<file path="src/sv/acs_pkg.sv">
// Shared constants and types of the accumulator machine step block.
package acs_pkg;

    localparam logic [1:0] KIND_EXEC  = 2'd0;
    localparam logic [1:0] KIND_RESET = 2'd1;
    localparam logic [1:0] KIND_WRITE = 2'd2;

    localparam logic [6:0] OP_READ   = 7'h0A;
    localparam logic [6:0] OP_WRITE  = 7'h0B;
    localparam logic [6:0] OP_LOAD   = 7'h14;
    localparam logic [6:0] OP_STORE  = 7'h15;
    localparam logic [6:0] OP_ADD    = 7'h1E;
    localparam logic [6:0] OP_SUB    = 7'h1F;
    localparam logic [6:0] OP_DIVIDE = 7'h20;
    localparam logic [6:0] OP_MUL    = 7'h21;
    localparam logic [6:0] OP_JUMP   = 7'h28;
    localparam logic [6:0] OP_JNEG   = 7'h29;
    localparam logic [6:0] OP_JZ     = 7'h2A;
    localparam logic [6:0] OP_HALT   = 7'h2B;
    localparam logic [6:0] OP_NEG    = 7'h40;
    localparam logic [6:0] OP_SUBC   = 7'h42;
    localparam logic [6:0] OP_MOVC   = 7'h47;

    localparam logic [15:0] MUL_LIMIT = 16'h777F;
    localparam logic [15:0] POS_MAX   = 16'h7FFF;

    // Flag bit positions: overflow, divide by zero, halt, decode error.
    localparam int F_OVF  = 0;
    localparam int F_ZDIV = 1;
    localparam int F_HALT = 2;
    localparam int F_DEC  = 3;
    localparam logic [3:0] FLAGS_RESET = 4'b0100;

    typedef struct packed {
        logic [3:0]  flags;
        logic [6:0]  operand;
        logic [6:0]  opcode;
        logic [6:0]  counter;
        logic [15:0] acc;
        logic [15:0] write_value;
        logic        write_valid;
    } t_result;

    function automatic logic cmd_known(input logic [6:0] c);
        logic ok;
        begin
            case (c)
                OP_READ, OP_WRITE, OP_LOAD, OP_STORE, OP_ADD, OP_SUB, OP_DIVIDE,
                OP_MUL, OP_JUMP, OP_JNEG, OP_JZ, OP_HALT, OP_NEG, OP_SUBC,
                OP_MOVC: ok = 1'b1;
                default: ok = 1'b0;
            endcase
            return ok;
        end
    endfunction

endpackage

</file>
<file path="src/sv/accumulator_cpu_step.sv">
// Accumulator machine that runs one instruction per execute item.
//
//  channel  | direction | tdata / tuser                                   | sides
//  slave    | in        | tdata: mem_address, mem_data, read_value        | tuser: kind
//  master   | out       | tdata: write_valid, write_value, acc_value,     | one per item
//           |           |   counter_value, opcode_seen, operand_seen, flags |
//
// A reset or memory write item goes straight to the output state; an execute
// item runs fetch, decode, operand read and an optional second read, and
// DIVIDE with a nonzero divisor or MUL with a nonzero accumulator also runs
// the shared 16-step restoring divider.
// The word memory has a single port with a registered read; every
// access of an item is made in turn through that port.
// Reset (i_rst_n low, synchronous) and a reset item clear the per-word valid
// bits, so the whole memory reads as zero at once with no clearing pass.
// A finished result waits in the output register; a stalled output holds the
// machine until it is taken, and no item is accepted meanwhile.
module accumulator_cpu_step #(
    parameter int MEM_WORDS = 128
) (
    input  logic        i_clk,
    input  logic        i_rst_n,
    input  logic        i_s_tvalid,
    output logic        o_s_tready,
    // mem_address[6:0], mem_data[22:7], read_value[39:23]
    input  logic [39:0] i_s_tdata,
    // kind[1:0]
    input  logic [1:0]  i_s_tuser,
    output logic        o_m_tvalid,
    input  logic        i_m_tready,
    // write_valid[0], write_value[16:1], acc_value[32:17], counter_value[39:33],
    // opcode_seen[46:40], operand_seen[53:47], overflow_flag[54],
    // zero_div_flag[55], halt_flag[56], decode_error_flag[57], zero fill
    output logic [63:0] o_m_tdata
);
    import acs_pkg::*;

    localparam int IW = $clog2(MEM_WORDS);

    localparam logic [2:0] S_IDLE  = 3'd0;
    localparam logic [2:0] S_FETCH = 3'd1;
    localparam logic [2:0] S_DEC   = 3'd2;
    localparam logic [2:0] S_OPND  = 3'd3;
    localparam logic [2:0] S_ACCRD = 3'd4;
    localparam logic [2:0] S_DIV   = 3'd5;
    localparam logic [2:0] S_FIN   = 3'd6;
    localparam logic [2:0] S_OUT   = 3'd7;

    // Architectural state and per-item registers.
    logic [2:0]         r_state;
    logic [15:0]        r_acc;
    logic [6:0]         r_pc;
    logic [3:0]         r_flags;
    logic [16:0]        r_rval;
    logic [6:0]         r_opc;
    logic [6:0]         r_opd;
    logic               r_wvalid;
    logic [15:0]        r_wv;
    logic signed [15:0] r_v;
    logic               r_is_mul;
    logic               r_neg;
    logic [16:0]        r_rem;
    logic [15:0]        r_quo;
    logic [15:0]        r_dvs;
    logic [3:0]         r_cnt;
    logic               r_o_valid;
    t_result            r_out;

    // Word memory with per-word valid bits.
    logic [15:0]        r_mem [MEM_WORDS];
    logic [MEM_WORDS-1:0] r_vld;
    logic [15:0]        r_rdata;
    logic               r_rd_ok;

    logic               mem_we;
    logic [6:0]         mem_wa;
    logic [15:0]        mem_wd;
    logic               mem_re;
    logic [6:0]         mem_ra;
    logic               clr_vld;

    logic               s_acc;
    logic [1:0]         in_kind;
    logic [6:0]         in_addr;
    logic [15:0]        in_data;

    logic signed [15:0] rd_val;
    logic signed [17:0] a18;
    logic signed [17:0] v18;
    logic               acc_in_range;
    logic [15:0]        acc_mag;
    logic [15:0]        v_mag;
    logic [15:0]        word;
    logic               dec_bad;
    logic signed [17:0] add_room;
    logic signed [17:0] rv18;
    logic [16:0]        rem_sh;
    logic [17:0]        rem_diff;
    logic signed [17:0] q_signed;
    logic signed [31:0] prod;

    function automatic logic in_mem(input logic [6:0] a);
        return ({1'b0, a} < 8'(MEM_WORDS));
    endfunction

    assign in_kind = i_s_tuser;
    assign in_addr = i_s_tdata[6:0];
    assign in_data = i_s_tdata[22:7];

    assign o_s_tready = (r_state == S_IDLE);
    assign s_acc      = i_s_tvalid && o_s_tready;

    assign rd_val       = r_rd_ok ? signed'(r_rdata) : 16'sd0;
    assign a18          = {{2{r_acc[15]}}, r_acc};
    assign v18          = {{2{rd_val[15]}}, rd_val};
    assign acc_in_range = (r_acc[15:7] == 9'd0) && in_mem(r_acc[6:0]);
    assign acc_mag      = r_acc[15] ? (16'd0 - r_acc) : r_acc;
    assign v_mag        = rd_val[15] ? (16'd0 - rd_val) : rd_val;
    assign word         = rd_val;
    assign dec_bad      = (word[15:14] != 2'b00) || !cmd_known(word[13:7]);
    assign add_room     = 18'sd32767 - a18;
    assign rv18         = {r_rval[16], r_rval};

    // One restoring divider step.
    assign rem_sh   = {r_rem[15:0], r_quo[15]};
    assign rem_diff = {1'b0, rem_sh} - {2'b00, r_dvs};
    assign q_signed = r_neg ? (18'sd0 - signed'({2'b00, r_quo})) : signed'({2'b00, r_quo});
    assign prod     = r_acc * r_v;

    // Memory port control.
    always_comb begin
        mem_we  = 1'b0;
        mem_wa  = 7'd0;
        mem_wd  = 16'd0;
        mem_re  = 1'b0;
        mem_ra  = 7'd0;
        clr_vld = 1'b0;
        unique case (r_state)
            S_IDLE: begin
                if (s_acc && in_kind == KIND_WRITE) begin
                    mem_we = 1'b1;
                    mem_wa = in_addr;
                    mem_wd = in_data;
                end
                if (s_acc && in_kind == KIND_RESET) begin
                    clr_vld = 1'b1;
                end
            end
            S_FETCH: begin
                // The fetched word is held in the read register through decode.
                mem_re = 1'b1;
                mem_ra = r_pc;
            end
            S_DEC: begin
                mem_re = 1'b1;
                mem_ra = word[6:0];
            end
            S_OPND: begin
                case (r_opc)
                    OP_READ: begin
                        mem_we = (rv18 <= 18'sd32767);
                        mem_wa = r_opd;
                        mem_wd = r_rval[15:0];
                    end
                    OP_STORE: begin
                        mem_we = 1'b1;
                        mem_wa = r_opd;
                        mem_wd = r_acc;
                    end
                    OP_MOVC: begin
                        mem_we = acc_in_range;
                        mem_wa = r_acc[6:0];
                        mem_wd = rd_val;
                    end
                    OP_SUBC: begin
                        mem_re = acc_in_range;
                        mem_ra = r_acc[6:0];
                    end
                    default: ;
                endcase
            end
            default: ;
        endcase
    end

    always_ff @(posedge i_clk) begin
        if (mem_we && in_mem(mem_wa)) begin
            r_mem[mem_wa[IW-1:0]] <= mem_wd;
        end
        if (mem_re) begin
            r_rdata <= r_mem[mem_ra[IW-1:0]];
        end
    end

    always_ff @(posedge i_clk) begin
        if (!i_rst_n || clr_vld) begin
            r_vld   <= '0;
            r_rd_ok <= 1'b0;
        end else begin
            if (mem_we && in_mem(mem_wa)) begin
                r_vld[mem_wa[IW-1:0]] <= 1'b1;
            end
            if (mem_re) begin
                r_rd_ok <= in_mem(mem_ra) && r_vld[mem_ra[IW-1:0]];
            end else begin
                r_rd_ok <= 1'b0;
            end
        end
    end

    // Sequencer and datapath.
    always_ff @(posedge i_clk) begin
        if (!i_rst_n) begin
            r_state   <= S_IDLE;
            r_acc     <= 16'd0;
            r_pc      <= 7'd0;
            r_flags   <= FLAGS_RESET;
            r_cnt     <= 4'd0;
            r_o_valid <= 1'b0;
        end else begin
            if (r_o_valid && i_m_tready && r_state != S_OUT) begin
                r_o_valid <= 1'b0;
            end
            unique case (r_state)
                S_IDLE: begin
                    if (s_acc) begin
                        r_rval   <= i_s_tdata[39:23];
                        r_wvalid <= 1'b0;
                        r_wv     <= 16'd0;
                        r_opc    <= 7'd0;
                        r_opd    <= 7'd0;
                        if (in_kind == KIND_EXEC) begin
                            r_state <= S_FETCH;
                        end else begin
                            r_state <= S_OUT;
                        end
                        if (in_kind == KIND_RESET) begin
                            r_acc   <= 16'd0;
                            r_pc    <= 7'd0;
                            r_flags <= FLAGS_RESET;
                        end
                    end
                end
                S_FETCH: begin
                    r_state <= S_DEC;
                end
                S_DEC: begin
                    r_opc <= word[13:7];
                    r_opd <= word[6:0];
                    if (dec_bad) begin
                        r_flags[F_DEC]  <= 1'b1;
                        r_flags[F_HALT] <= 1'b1;
                        r_pc            <= 7'd0;
                        r_state         <= S_OUT;
                    end else begin
                        r_state <= S_OPND;
                    end
                end
                S_OPND: begin
                    r_v     <= rd_val;
                    r_state <= S_OUT;
                    case (r_opc)
                        OP_READ: begin
                            if (rv18 > 18'sd32767) begin
                                r_flags[F_OVF]  <= 1'b1;
                                r_flags[F_HALT] <= 1'b1;
                                r_pc            <= 7'd0;
                            end else begin
                                r_pc <= r_pc + 7'd1;
                            end
                        end
                        OP_WRITE: begin
                            r_wvalid <= 1'b1;
                            r_wv     <= rd_val;
                            r_pc     <= r_pc + 7'd1;
                        end
                        OP_LOAD: begin
                            r_acc <= rd_val;
                            r_pc  <= r_pc + 7'd1;
                        end
                        OP_ADD: begin
                            if (add_room < v18) begin
                                r_flags[F_OVF]  <= 1'b1;
                                r_flags[F_HALT] <= 1'b1;
                                r_pc            <= 7'd0;
                            end else begin
                                r_acc <= r_acc + rd_val;
                                r_pc  <= r_pc + 7'd1;
                            end
                        end
                        OP_SUB: begin
                            r_acc <= r_acc - rd_val;
                            r_pc  <= r_pc + 7'd1;
                        end
                        OP_DIVIDE: begin
                            if (rd_val == 16'sd0) begin
                                r_flags[F_ZDIV] <= 1'b1;
                                r_flags[F_HALT] <= 1'b1;
                                r_pc            <= 7'd0;
                            end else begin
                                r_is_mul <= 1'b0;
                                r_neg    <= r_acc[15] ^ rd_val[15];
                                r_rem    <= 17'd0;
                                r_quo    <= acc_mag;
                                r_dvs    <= v_mag;
                                r_state  <= S_DIV;
                            end
                        end
                        OP_MUL: begin
                            if (r_acc == 16'd0) begin
                                r_pc <= r_pc + 7'd1;
                            end else begin
                                r_is_mul <= 1'b1;
                                r_neg    <= r_acc[15];
                                r_rem    <= 17'd0;
                                r_quo    <= MUL_LIMIT;
                                r_dvs    <= acc_mag;
                                r_state  <= S_DIV;
                            end
                        end
                        OP_JUMP: r_pc <= r_opd;
                        OP_JNEG: r_pc <= r_acc[15] ? r_opd : r_pc + 7'd1;
                        OP_JZ:   r_pc <= (r_acc == 16'd0) ? r_opd : r_pc + 7'd1;
                        OP_HALT: begin
                            r_flags[F_HALT] <= 1'b1;
                            r_pc            <= 7'd0;
                        end
                        OP_NEG: begin
                            r_acc <= 16'd0 - rd_val;
                            r_pc  <= r_pc + 7'd1;
                        end
                        OP_SUBC: begin
                            r_state <= S_ACCRD;
                        end
                        default: begin
                            // Store, and indirect move through the accumulator.
                            r_pc <= r_pc + 7'd1;
                        end
                    endcase
                end
                S_ACCRD: begin
                    r_acc   <= r_v - rd_val;
                    r_pc    <= r_pc + 7'd1;
                    r_state <= S_OUT;
                end
                S_DIV: begin
                    if (!rem_diff[17]) begin
                        r_rem <= rem_diff[16:0];
                        r_quo <= {r_quo[14:0], 1'b1};
                    end else begin
                        r_rem <= rem_sh;
                        r_quo <= {r_quo[14:0], 1'b0};
                    end
                    r_cnt <= r_cnt + 4'd1;
                    if (r_cnt == 4'd15) begin
                        r_state <= S_FIN;
                    end
                end
                S_FIN: begin
                    r_state <= S_OUT;
                    if (!r_is_mul) begin
                        r_acc <= q_signed[15:0];
                        r_pc  <= r_pc + 7'd1;
                    end else if ((q_signed + 18'sd1) < signed'({{2{r_v[15]}}, r_v})) begin
                        r_flags[F_OVF]  <= 1'b1;
                        r_flags[F_HALT] <= 1'b1;
                        r_pc            <= 7'd0;
                    end else begin
                        r_acc <= prod[15:0];
                        r_pc  <= r_pc + 7'd1;
                    end
                end
                S_OUT: begin
                    if (!r_o_valid || i_m_tready) begin
                        r_o_valid         <= 1'b1;
                        r_out.write_valid <= r_wvalid;
                        r_out.write_value <= r_wv;
                        r_out.acc         <= r_acc;
                        r_out.counter     <= r_pc;
                        r_out.opcode      <= r_opc;
                        r_out.operand     <= r_opd;
                        r_out.flags       <= r_flags;
                        r_state           <= S_IDLE;
                    end
                end
                default: r_state <= S_IDLE;
            endcase
        end
    end

    assign o_m_tvalid = r_o_valid;
    assign o_m_tdata  = {6'd0, r_out};

`ifndef NO_ASSERTIONS
    a_reset_item: assert property (@(posedge i_clk) disable iff (!i_rst_n)
        (s_acc && in_kind == KIND_RESET) |=>
        (r_flags == FLAGS_RESET && r_pc == 7'd0 && r_acc == 16'd0))
        else $error("reset item did not restore the machine state");
    a_div_count: assert property (@(posedge i_clk) disable iff (!i_rst_n)
        (r_state != S_DIV) |-> (r_cnt == 4'd0))
        else $error("divider step count left nonzero outside division");
    a_dec_trap: assert property (@(posedge i_clk) disable iff (!i_rst_n)
        (r_state == S_DEC && dec_bad) |=>
        (r_pc == 7'd0 && r_flags[F_DEC] && r_flags[F_HALT]))
        else $error("decode error did not trap");
    a_no_accept_busy: assert property (@(posedge i_clk) disable iff (!i_rst_n)
        (r_state == S_DIV) |=> (r_state == S_DIV || r_state == S_FIN))
        else $error("division left early");
`endif

endmodule
</file>
<file path="config.mk">
export PLATFORM = sky130hd
export DESIGN_NAME = accumulator_cpu_step
export DESIGN_NICKNAME = d
export VERILOG_FILES = /design/src/sv/acs_pkg.sv /design/src/sv/accumulator_cpu_step.sv
export SDC_FILE = /design/constraint.sdc
export NUM_CORES = 2
export LEC_CHECK = 0
export BUFFER_PORTS_ARGS = -buffer_cell sky130_fd_sc_hd__buf_4
export CAP_MARGIN = 30
export CORE_MARGIN = 2
export CORE_UTILIZATION = 57
export DETAILED_ROUTE_END_ITERATION = 8
export GPL_ROUTABILITY_DRIVEN = 1
export PLACE_DENSITY = 0.75
export SETUP_SLACK_MARGIN = 0.1
export SLEW_MARGIN = 20
export SYNTH_ARGS = -nofsm -noshare
export SYNTH_HDL_FRONTEND = slang
export SYNTH_SLANG_ARGS = --single-unit
</file>
<file path="constraint.sdc">
create_clock -name i_clk -period 8.2 [get_ports i_clk]
set_clock_uncertainty 0.15 [all_clocks]
set_input_delay 0.82 -clock i_clk [delete_from_list [all_inputs] [get_ports i_clk]]
set_output_delay 0.82 -clock i_clk [all_outputs]
set_load 0.02 [all_outputs]
</file>
* Word level (Yosys, flattened, before mapping)
Memories as Yosys holds them, arrays and structs flattened. A register that Yosys moved wholly into a read port is not among the register bits. Cells that the tools add are included.
Word-level totals: bits in registers 336, bits in writable memories 2048, input port bits 46, output and inout port bits 66, word-level logic and storage cells 264, memories kept 1
Memory list:
- r_mem | words 128, width 16, read ports 1, clocked after Yosys merged registers in 1, write ports 1, RTL line accumulator_cpu_step.sv:70 | logic [15:0] r_mem [MEM_WORDS];
Operators by class: $add $sub $neg 11, multiply operators 1, $lt $le $gt $ge 7, equal/unequal tests 66, mux-type cells 101, bitwise operators 3, reductions and logical operators 45
Operators with widths (count):
- $mux 16 | 18
- $pmux 16 s2 | 7
- $or 128x128->128 | 1
- $pmux 16 s4 | 2
- $mux 7 | 14
- $eq 7x6->1 const B | 12
- $pmux 7 s9 | 1
- $eq 7x5->1 const B | 8
- $pmux 7 s2 | 4
- $pmux 16 s3 | 1
- $eq 7x7->1 const B | 6
- $pmux 7 s5 | 1
- $logic_not 16->1 | 2
- $sub 1x16->16 const A | 2
- $sub 16x16->16 | 2
- $eq 7x4->1 const B | 4
- $ne 3x3->1 const B | 9
- $mux 1 | 24
- $pmux 3 s7 | 1
- $pmux 7 s3 | 1
- $add 18x2->18 const B | 1
- $lt 18x16->1 | 1
- $mux 18 | 1
- $ne 2x2->1 const B | 9
- other kinds (52) | 102

* Depth between registers and ports, before layout
word-level depth 10, mapped depth 26

* Worst setup path after synthesis
No wires, ideal clock.
path type register to register, from register r_opc[2], to memory r_mem[0][10] (data pin), setup time 1197 ps, arrival time 7009 ps, required time 6853 ps, path slack -156 ps, cell stages (with the launch flop) 9, path buffers 4, clock period less this slack 8356 ps, cells stage by stage edfxtp_1 > buf_2 > nor4b_1 > and2_1 > clkbuf_1 > clkbuf_1 > clkbuf_1 > a221oi_1 > o21ai_0
Between the ends: word-level cells in the longest chain between the ends 3, elaborated cells on any way between the ends 5
RTL lines:
- from (decl) | RTL line accumulator_cpu_step.sv:55 | logic [6:0] r_opc;
- from (signal assigned) | RTL line accumulator_cpu_step.sv:248 | r_opc <= word[13:7];
- $eq 7x7->1, or another cell as far along | RTL line accumulator_cpu_step.sv:159 | case (r_opc)
- $pmux 16 s3 (*) | RTL line accumulator_cpu_step.sv:159
- $pmux 16 s2 (*) | RTL line accumulator_cpu_step.sv:138 | unique case (r_state)
- net mem_wd[10] | RTL line accumulator_cpu_step.sv:77 | logic [15:0] mem_wd;
- to (decl) | RTL line accumulator_cpu_step.sv:70
Mark *: on every way through the listed nets, which the timed path passes. The rest lies on a longest branch.

* Final worst setup path
from register r_acc[7], to register r_acc[14]
Between the ends: word-level cells in the longest chain between the ends 4, elaborated cells on any way between the ends 12
RTL lines:
- from (decl) | RTL line accumulator_cpu_step.sv:51 | logic [15:0] r_acc;
- from (signal assigned) | RTL line accumulator_cpu_step.sv:278 | r_acc <= rd_val;
- from (signal assigned) | RTL line accumulator_cpu_step.sv:287 | r_acc <= r_acc + rd_val;
- from (signal assigned) | RTL line accumulator_cpu_step.sv:292 | r_acc <= r_acc - rd_val;
- $mul 16x16->16, or another cell as far along | RTL line accumulator_cpu_step.sv:128 | assign prod = r_acc * r_v;
- $mux 16, or another cell as far along | RTL line accumulator_cpu_step.sv:364 | end else if ((q_signed + 18'sd1) < signed'({{2{r_v[15]}}, r_v})) begin
- $mux 16, or another cell as far along | RTL line accumulator_cpu_step.sv:361 | if (!r_is_mul) begin
- $pmux 16 s4 or $reduce_and 6->1 (tied branches)
Several ways; a longest one is shown, not always the timed one. The select of a mux whose other input is x is not followed. A chain may end at the register's enable or synchronous reset.

==> flow_metrics.py <==
metrics = {
    "clock_network": {
        "ctsHoldBuffers": 17,
        "post_cts_buffers": 0,
        "cts_resized": 0,
        "tritoncts": "done",
        "cts_buffers": 228,
        "clk_latency_ps": 910,
        "cts_sinks": 2398,
        "clk_pin_slew_ps": 70,
        "cts_max_path_buffers": 3,
        "cts_max_level": 4,
        "root_buffer": "clkbuf_16",
    },
    "min_path": {
        "hold_class": "in -> reg",
        "min_from": "i_s_tdata[15]",
    },
    "floorplan": {
        "die_w_um": 432.8,
        "dieArea_um2": 187300,
        "core_um2": 182900,
        "rows": 157,
        "io_pins": 112,
        "die_h_um": 432.8,
        "start_util_pct": 57.30,
    },
    "logic_synthesis": {
        "synth_area_leader_cell": "edfxtp_1",
        "syn-cell-area_um2": 104800,
        "yosys.area_share.adder_pct": 3.210,
        "async_reset_ff_share_pct": 0,
        "synth_edf_count": 2235,
        "synth_xor_area_share_pct": 1.200,
        "yosys_warnings": 0,
        "ys_seq_area_share_pct": 67.16,
        "synthSimpleGateAreaFrac_pct": 15.75,
        "synth_common_cells": "2235 x edfxtp_1, 2172 x nand2_1, 751 x nand3_1",
        "ys_ff_latch": 2398,
        "synth.most_common_cell": "edfxtp_1",
        "yosys-top-cells-area": "edfxtp_1 64%, nand2_1 7.8%, nand3_1 3.6%",
        "synth_mux_area_share_pct": 0.4406,
        "synthCells": 8648,
        "avgSynthCellArea_um2": 12.12,
        "synth_flop_cell": "edfxtp_1",
        "synth_top_family_by_area": "simple AND/OR/NAND/NOR gates",
        "synth_top_area_share_pct": 64.05,
        "yosysUniqueCellTypes": 92,
        "synth-compound-area-share_pct": 8.858,
    },
    "timing": {
        "maxSlewHeadroom_pct": 23.93,
        "fmax_mhz": 149.9,
        "period_minus_slack_ps": 6672,
        "rsz0062_at_grt": "false",
        "finalHoldViolations": 0,
        "setup_tns_ps": 0,
        "tightest_slew_ps": 1133,
        "min_period_over_period_pct": 81.37,
        "drv_slew": 0,
        "setup_viol": 0,
    },
    "global_routing": {
        "grt_pass1_vias": 69050,
        "grt_overflow_total": 0,
        "grt_pass1_wl_um": 462700,
        "grt_max_degree": 165,
        "antenna_found_initial": 16,
        "grtUsageTotal_pct": 33.70,
    },
    "layout": {
        "drive_gt1_share_pct": 9.217,
        "areaGrowthSynthToFinish_pct": 11.43,
        "finalNetCount": 9017,
        "nFillCells": 13150,
        "final_util_pct": 63.84,
    },
    "placed_design": {
        "place_hpwl_um": 198900,
        "place.gp.congestion": 1.009,
        "port_buffers": 104,
    },
    "routing": {
        "wl_per_cell_um": 28.14,
        "drt_wl_total_um": 321500,
        "route.detailed.drc": 0,
        "ant_nets": 0,
        "vias": 74460,
        "dr.pass1.iters": 9,
        "viasPerCell": 6.518,
        "drt_iter0_markers": 11860,
    },
    "critical_path": {
        "worstPathArrival_ps": 7250,
        "cp.required_ps": 8780,
        "cp-start-kind": "flop",
        "crit_start": "r_acc[7]",
        "cp-end-kind": "flop",
        "worstPathMaxFanout": 11,
        "reg2reg_from": "r_acc[7]",
        "worstSetupPathType": "reg -> reg",
    },
    "run": {
        "cap_violations": 0,
    },
    "power": {
        "ir_drop_mv": 0.2418,
        "p_leak_nw": 41.03,
        "pwr-share-clk_pct": 35.1,
        "p_sw_mw": 8.855,
        "p_int_mw": 21.54,
        "p_sw_share_pct": 29.14,
        "p_per_area_nw_per_um2": 260.3,
        "power_frac_seq_pct": 45.8,
        "p_comb_share_pct": 19.1,
    },
    "run_status": {
        "outcome": "finished, final reports clean",
    },
}
[sequential cells by signal (all words and copies together), names as in the netlist, 16 cells and up]
| register | count |
|---|---|
| r_mem | 2048 |
| r_quo | 16 |
| r_wv | 16 |
| r_vld | 128 |
| r_v | 16 |
| r_dvs | 16 |
| r_rdata | 16 |
| r_acc | 16 |
| r_rem | 16 |
| r_rval | 17 |
| o_m_tdata | 57 |
[path summary, 6_finish.rpt]
path / to / slack (ps) / cells past startpoint
setup reg to reg: r_acc[14] / 1530 / 21
hold reg to reg: o_m_tdata[16] / 260 / 0
hold / removal: r_mem[66][8] / 150 / 3
setup / recovery: r_acc[14] / 1530 / 21
[power by group through the flow]
stage	clock network [mW]	logic, mW	registers, mW
finish	10.7	5.80	13.9
global route	11.2	6.29	13.9
CTS	10.7	5.71	13.9
detailed placement	0	5.67	14.2
global placement	0	5.60	14.2
floorplan	0	3.90	14.0
[through the flow]
step / cell area (um2) / power, mW / instances / hold slack (ps) / setup WS (ps)
final: 116800 / 30.39 / 11420 / 148.2 / 1528
after global routing: 116700 / 31.36 / 11420 / 140.5 / 1214
after CTS: 116600 / 30.30 / 11400 / 93.34 / 1506
after detailed placement: 108800 / 19.83 / 10960 / 254.5 / 1514
after global placement: 108700 / 19.76 / 10940 / 255.3 / 1574
after floorplan: 104800 / 17.89 / 8653 / 250.3 / 38.10
[placed cells by master (no fill, tap or decap), drive strengths merged, types with 13 or more instances in the layout]
cell type | netlist | final
inv | 191 | 196
a21o | 46 | 46
bufinv | 0 | 22
a311oi | 336 | 336
a221oi | 23 | 23
edfxtp | 2235 | 2235
o22ai | 28 | 28
dlygate4sd3 | 0 | 17
mux2i | 36 | 36
a211oi | 125 | 125
buf | 309 | 417
o211ai | 14 | 14
a41oi | 17 | 17
xor2 | 38 | 38
fa | 83 | 83
a2111oi | 13 | 13
a31oi | 64 | 64
clkinv | 10 | 96
and2 | 14 | 14
nand2b | 19 | 19
ha | 136 | 136
nor3 | 42 | 42
a21oi | 244 | 244
dfxtp | 163 | 163
o21ai | 106 | 106
nand4 | 17 | 17
o21a | 138 | 138
a22oi | 26 | 26
nor4 | 18 | 18
or4 | 74 | 74
o32ai | 17 | 17
nor2b | 22 | 22
nand3 | 751 | 751
nand2 | 2174 | 2174
or3 | 16 | 16
o31ai | 19 | 19
xnor2 | 103 | 103
nor2 | 399 | 399
clkbuf | 259 | 310
and3 | 199 | 199
[layer usage]
| layer | track usage, % | vias to the layer above | routed length (um) |
|---|---|---|---|
| met2 | 50.05 | 5061 | 142700 |
| met5 | 1.457 | - | 536 |
| li1 | - | 31970 | - |
| met1 | 45.17 | 36500 | 117400 |
| met4 | 18.51 | 24 | 19740 |
| met3 | 9.102 | 902 | 41110 |
[cells by family (layout without fill, tap and decap cells)]
group                    count (synthesis)  count (layout)
other                                    2              16
AND/OR/NAND/NOR                       3790            3790
multiplexers                            42              42
flip-flops                            2398            2398
AO/OA/AOI/OAI                         1286            1286
XOR/XNOR                               142             142
adder cells (fa/ha/maj)                219             219
buffers and inverters                  769            1067
[worst max-delay path: stages, from the launching register on]
cell and delay (ps):
dfxtp_1 700, clkinv_1 450, nor2_1 260, fa_1 410, inv_1 80, fa_1 450, fa_1 500, fa_1 550
inv_1 50, fa_1 470, inv_1 50, fa_1 480, inv_1 50, ha_1 350, nand3_1 120, nand2_1 60
a41o_1 240, o41ai_1 330, xnor2_1 210, nand3_1 130, o211ai_1 100, a221o_1 360
[cell type report]
type / instances / area (um2) / area share [%]
Antenna cell: 9 / 22.52 / 0.01929
Clock buffer: 307 / 6226 / 5.332
Timing Repair Buffer: 437 / 3702 / 3.171
Inverter: 201 / 754.5 / 0.6462
Multi-Input combinational cell: 5486 / 31230 / 26.75
Sequential cell: 2398 / 70380 / 60.28
Clock inverter: 122 / 1361 / 1.166
Tap cell: 2464 / 3083 / 2.640
No activity file was read; power rests on OpenSTA's default activity.
